**src/design/tmps_pkg.sv**
```systemverilog
// ----------------------------------------------------------------------------
// tmps_pkg
// Shared types and constants for the triangle maximum path sum block.
// ----------------------------------------------------------------------------
package tmps_pkg;

   // field widths
   localparam int WEIGHT_W     = 16;
   localparam int SUM_W        = 23;
   localparam int ROWCNT_W     = 8;
   localparam int START_W      = 7;
   localparam int CFG_IDX_W    = 2;
   localparam int CFG_DATA_W   = 8;
   localparam int MAX_ROWS_DEF = 128;

   // saturation ceiling of a path sum
   localparam logic [SUM_W-1:0] SUM_TOP = {SUM_W{1'b1}};

   // configuration register indexes
   localparam logic [CFG_IDX_W-1:0] REG_ROW_COUNT = 2'd0;
   localparam logic [CFG_IDX_W-1:0] REG_START_ROW = 2'd1;
   localparam logic [CFG_IDX_W-1:0] REG_START_COL = 2'd2;

   // one row buffer entry: best sum into a cell and its reach bit
   typedef struct packed {
      logic             reach;
      logic [SUM_W-1:0] best;
   } entry_type;

endpackage

```
**src/design/tmps_cell.sv**
```systemverilog
// ----------------------------------------------------------------------------
// tmps_cell
// One row buffer cell: shifts its entry toward the head on every transfer,
// or loads a fresh entry when it is the current write position.
// ----------------------------------------------------------------------------
module tmps_cell
   import tmps_pkg::*;
(
   input  logic      clock,
   input  logic      reset,
   input  logic      shift,
   input  logic      load,
   input  entry_type neighbor,
   input  entry_type fresh,
   output entry_type entry
);

   entry_type entry_ff;
   entry_type entry_in;

   // pick shifted or fresh entry
   always_comb begin
      entry_in = entry_ff;
      if (shift) begin
         entry_in = load ? fresh : neighbor;
      end
   end

   // reach bit cleared by reset, sum is payload
   always_ff @(posedge clock) begin
      entry_ff.best <= entry_in.best;
      if (reset) begin
         entry_ff.reach <= 1'b0;
      end else begin
         entry_ff.reach <= entry_in.reach;
      end
   end

   assign entry = entry_ff;

endmodule

```
**src/design/tmps_chain.sv**
```systemverilog
// ----------------------------------------------------------------------------
// tmps_chain
// Row buffer as a chain of cells. The head cell always holds the previous
// row's entry for the current column; a new entry enters at the position
// equal to the current row so that it reaches the head one row later.
// ----------------------------------------------------------------------------
module tmps_chain
   import tmps_pkg::*;
#(
   parameter int MAX_ROWS = MAX_ROWS_DEF,
   parameter int IDX_W    = (MAX_ROWS > 1) ? $clog2(MAX_ROWS) : 1
)
(
   input  logic             clock,
   input  logic             reset,
   input  logic             shift,
   input  logic [IDX_W-1:0] wr_pos,
   input  entry_type        fresh,
   output entry_type        head
);

   entry_type cells [MAX_ROWS];
   entry_type feed  [MAX_ROWS];

   // tail cell is fed with an empty entry
   always_comb begin
      for (int i = 0; i < MAX_ROWS; i++) begin
         if (i == MAX_ROWS - 1) begin
            feed[i] = '0;
         end else begin
            feed[i] = cells[i + 1];
         end
      end
   end

   // cell row
   for (genvar g = 0; g < MAX_ROWS; g++) begin : g_cell
      tmps_cell u_cell (
         .clock    (clock),
         .reset    (reset),
         .shift    (shift),
         .load     (wr_pos == IDX_W'(g)),
         .neighbor (feed[g]),
         .fresh    (fresh),
         .entry    (cells[g])
      );
   end

   assign head = cells[0];

endmodule

```
**config.mk**
```make
export PLATFORM = sky130hd
export DESIGN_NAME = tmps_chain
export DESIGN_NICKNAME = d
export VERILOG_FILES = /design/src/design/tmps_pkg.sv /design/src/design/tmps_cell.sv /design/src/design/tmps_chain.sv
export SDC_FILE = /design/constraint.sdc
export NUM_CORES = 2
export LEC_CHECK = 0
export CAP_MARGIN = 20
export CORE_MARGIN = 5
export CORE_UTILIZATION = 55
export CTS_CLUSTER_SIZE = 8
export DETAILED_ROUTE_END_ITERATION = 10
export DONT_BUFFER_PORTS = 1
export PLACE_DENSITY_LB_ADDON = 0.25
export SETUP_SLACK_MARGIN = 0.05
export SLEW_MARGIN = 25
export SYNTH_ARGS = -nofsm -noshare
export SYNTH_HDL_FRONTEND = slang
export SYNTH_SLANG_ARGS = --single-unit
```
**constraint.sdc**
```tcl
create_clock -name clock -period 3.3 [get_ports clock]
set_clock_uncertainty 0.05 [all_clocks]
set_input_delay 0.165 -clock clock [delete_from_list [all_inputs] [get_ports clock]]
set_output_delay 0.165 -clock clock [all_outputs]
set_load 0.005 [all_outputs]
```
After elaboration in Yosys (flattened, before gate mapping). Index checks and enable logic that the tools add are counted. W data, S select, Z words.

Eq/ne operators: 127. Muxes and demuxes: 128. Reduce and logical (&&, ||, !) cells: 1.

Operators by type and width (number): $mux W24 (128); $eq A7 B7 Y1 const B (64); $eq A7 B6 Y1 const B (32); $eq A7 B5 Y1 const B (16); $eq A7 B4 Y1 const B (8); $eq A7 B3 Y1 const B (4); $eq A7 B2 Y1 const B (2); $eq A7 B1 Y1 const B (1); $logic_not A7 Y1 (1).

Flip-flop bits (word level): 3072. Input bits: 34. Logic and storage cells: 512.

Longest topological paths before layout.
Depth after elaboration: 2. Gate-level depth with buffers: 7. Depth with buffers taken out: 3.

Cells and area by module. A second synthesis with hierarchy kept.

Cells, all modules: 6967. Area, all modules: 143928.0 um^2.

Modules (own cells, without submodules): tmps_cell (instances 128, cells each 53, area each 1117.3 um^2, seq. area each 710.7 um^2); tmps_chain (instances 1, cells each 183, area each 910.9 um^2, seq. area each 0.0 um^2).

Worst setup path before layout. OpenSTA, ideal clock, no wires.

Path type: input-to-reg. From: in wr_pos[1]. To: reg g_cell[31].u_cell.entry_ff, in the netlist g_cell[31].u_cell.entry[10], data pin. Library setup time: 0.260 ns. Data arrival time: 1.811 ns. Data required time: 2.990 ns. Slack: 1.180 ns. Stages on the path: 7. Buffers on the path: 4. Cell sequence: buf_2 > clkbuf_1 > nand4_1 > clkbuf_1 > nor2_1 > buf_4 > mux2_2.

Cells in the longest elaborated chain, start to end: 2.

Ends and longest elaborated chain: start: declaration (line tmps_chain.sv:17) `input logic [IDX_W-1:0] wr_pos,`; $eq A7 B5 Y1 (line tmps_chain.sv:42) `.load (wr_pos == IDX_W'(g)),`; $mux W24 (line tmps_cell.sv:25) `entry_in = load ? fresh : neighbor;`; end: declaration (line tmps_cell.sv:18) `entry_type entry_ff;`.

No other way between the ends. A chain may end at the register's enable or synchronous reset.

Worst setup path in the final report.
From: in wr_pos[4]. To: reg g_cell[29].u_cell.entry_ff, in the netlist g_cell[29].u_cell.entry[23].

Cells in the longest elaborated chain, start to end: 2.

Ends and longest elaborated chain (line): $eq A7 B5 Y1 (tmps_chain.sv:42); $mux W24 (tmps_cell.sv:25); end: declaration (tmps_cell.sv:18).

No other way between the ends.

==> results.md <==
* Critical path endpoint category: register
* Root Driver: clkbuf_16
* Crit Path Class: input port to register
* Number of port buffers at 0
* Initial Util at 55.1%
* Minimum clock period at 3.16 ns
* Max-slew violation count at 0
* FF+latch count, synth at 3072
* Sw Share at 20.5%
* Drt first-iter violations at 5699
* Max FFs per register at 3072
* RSZ-0062 raised after global routing: no
* Clock buffer depth at 4
* Internal power consumption at 70.6 mW
* CTS clk-pin slew, worst paths at 0.05 ns
* Setup TNS at 0 ns
* CP Data Required Time at 4.13 ns
* Worst skew pair latency at 0.96 ns
* Synthesis-to-finish area growth at 12.3%
* CTS tree: built
* TritonRoute pass-1 iters at 6
* Maximum fanout along the worst path at 16
* R2R Path Start: g_cell[29].u_cell.entry[16]
* Seq pwr share at 51.8%
* Share of cells above drive strength 1 at 43.6%
* Status: finished, final reports clean
* Core Area at 237000 µm²
* Total wire length at 271 mm
* Critical Path AT at 3.99 ns
* Drt wl/cell at 25.4 µm
* First-pass GRT wire length at 418 mm
* Total track usage at 21.5%
* Comb pwr share at 4.9%
* Crit path launch type: input port
* Vias in the first global route at 68210
* Hold Crit Start: wr_pos[4]
* Full die area at 248000 µm²
* Vias at 64711
* Ys Warns at 0
* Setup crit start: wr_pos[4]
* Antenna violations before repair at 9
* Global route total overflow at 0
* CTS buffer count at 434
* Distinct cells, synth at 35
* Fill cell count at 16525
* Ports at 58
* Worst-path cell chain: dlygate4sd3_1, nor4bb_2, dlygate4sd3_1, buf_4, nand2_1, dlygate4sd3_1, a311oi_1, dlygate4sd3_1
* Slowest cell on crit path: dlygate4sd3_1
* CP max stage delay at 1.20 ns
* Endpoints failing setup at 0
* Leak pwr at 50.2 nW
* Top delay family on crit path: buffers and inverters
* Die H at 498 µm
* Final instance area at 147000 µm²
* Max VDD drop at 0.567 mV
* Setup ws final at 0.144 ns
* NetSw at 18.2 mW
* Rows at 179
* Vias per cell at 6.07
* Slew HR at 26.9%
* Clock power frac at 43.2%
* Pwr Total at 88.8 mW
* H-tree levels at 5
* Hold Crit Class: input port to register
* Detailed Place HPWL at 130 mm
* Syn_area_per_cell at 17.6 µm²
* Placed inst area at 134000 µm²
* Hold slack at 0.0766 ns
* Syn Nets at 7479
* Pin count of the biggest net entering global routing at 190
* CP Buf/Inv Count at 5
* ANT nets after route at 0
* Fmax at 317 MHz
* Max-Cap Viols at 0
* Seq/Total Area, Yosys at 69.5%
* Post-Syn Area at 131000 µm²
* Pre-CTS WS at -2.06 ns
* Most used cell along the critical path: dlygate4sd3_1
* TritonCTS Sinks at 3072
* Residual DRC at 0
* PD cells at 604 nW/µm²
* Nets at 7473
* Crit share post-route at 95.6%
* GPL Wtd Cong at 0.798
* Worst Tran Pin Value at 1.09 ns
* Die X at 498 µm
* Cell count after synthesis at 7445
* Fin. Hold Viols at 0
## final timing paths
check | end | slack, ns | depth (start not counted)
worst max-delay path | g_cell[29].u_cell.entry[23] | 0.14 | 8
worst min-delay path | g_cell[104].u_cell.entry[17] | 0.08 | 3
worst max register to register | g_cell[28].u_cell.entry[16] | 1.69 | 2
worst min register to register | g_cell[71].u_cell.entry[23] | 0.42 | 2
## worst register-to-register path, delay by kind of cell, from the launching register on
family	cells	cell delay [ns]
buf+inv	1	0.58
flops	1	0.40
mux	1	0.32
## cells in the final DEF (no fill, tap or decap), drive strengths merged
cell and count:
nand4bb 6, edfxtp 2944, inv 7, and3b 3
and3 24, bufbuf 5, nor4bb 8, nand4 2
diode 14, or4 1, a21oi 1, nor3 1
or4b 4, nor3b 3, or3b 3, dlygate4sd3 78
dfxtp 128, nand2b 1, buf 208, nor4 1
bufinv 1, mux2 2921, nor2 151, clkbuf 476
and4bb 1, nand3 1, and4 2, clkinv 2
o21ai 127, and4b 7, a311oi 127, nand4b 4
nand2 230, nor4b 5, dlymetal6s4s 1, nand3b 3
or3 1
## cell usage after synthesis (all sizes together)
master   number  area share, %
a21oi         1         0.0038
a311oi      127           0.85
and3         24           0.11
and3b         3          0.020
and4          2          0.013
and4b         7          0.054
and4bb        1         0.0096
buf         309            1.2
clkbuf      426            1.2
dfxtp       128            2.0
edfxtp     2944             68
mux2       2921             25
nand2       230           0.66
nand2b        1         0.0048
nand3         1         0.0038
nand3b        3          0.017
nand4         2         0.0096
nand4b        4          0.027
nand4bb       6          0.052
nor2        151           0.43
nor3          1         0.0076
nor3b         3          0.025
nor4          1         0.0096
nor4b         5          0.057
nor4bb        8          0.061
o21ai       127           0.49
or3           1         0.0048
or3b          3          0.020
or4           1         0.0057
or4b          4          0.031
## stage by stage
stage | std cells | utilization [%]
after detailed placement | 10050 | 56.3
after global routing | 10660 | 61.9
after floorplan | 7445 | -
final | 10669 | 61.9
after global placement | 10044 | 56.3
after CTS | 10641 | 61.8
## routing by layer
metal  vias up  wire [µm]  GRT usage, %
met5         -         27             0
met4         4       7200          6.54
met1     33737     113000          28.8
li1      28642          -             -
met3       518      15600          3.93
met2      1810     136000          36.2
## area by class of cell
class	count	area (µm²)	share of cell area, %
Sequential cell	3072	91000	61.9
Antenna cell	14	35.0	0.0238
Tap cell	3167	3960	2.70
Clock inverter	10	158	0.107
Timing Repair Buffer	293	3720	2.53
Multi-Input combinational cell	3638	37000	25.2
Clock buffer	475	11100	7.57
## what timing repair did
item	CTS	global route
hold buffers	101	13
cloned	5	1
gates resized for setup	0	2
setup endpoints to repair	319	85
hold endpoints to repair	3225	182
buffers inserted	0	0
## logic make-up after synthesis
family / synth area share, %
DFF: 69.5
buffers and inverters: 2.40
and+or+nand+nor: 1.64
AOI/OAI and AO/OA: 1.34
muxes: 25.1
## power groups by stage
stage	logic, mW	registers (mW)	clock network (mW)
floorplan	2.49	46.4	0
global placement	3.23	46.7	0
detailed placement	3.32	46.7	0
CTS	4.39	46.0	39.0
global route	4.74	46.1	40.8
finish	4.38	46.0	38.4
No activity file was read; power rests on OpenSTA's default activity.
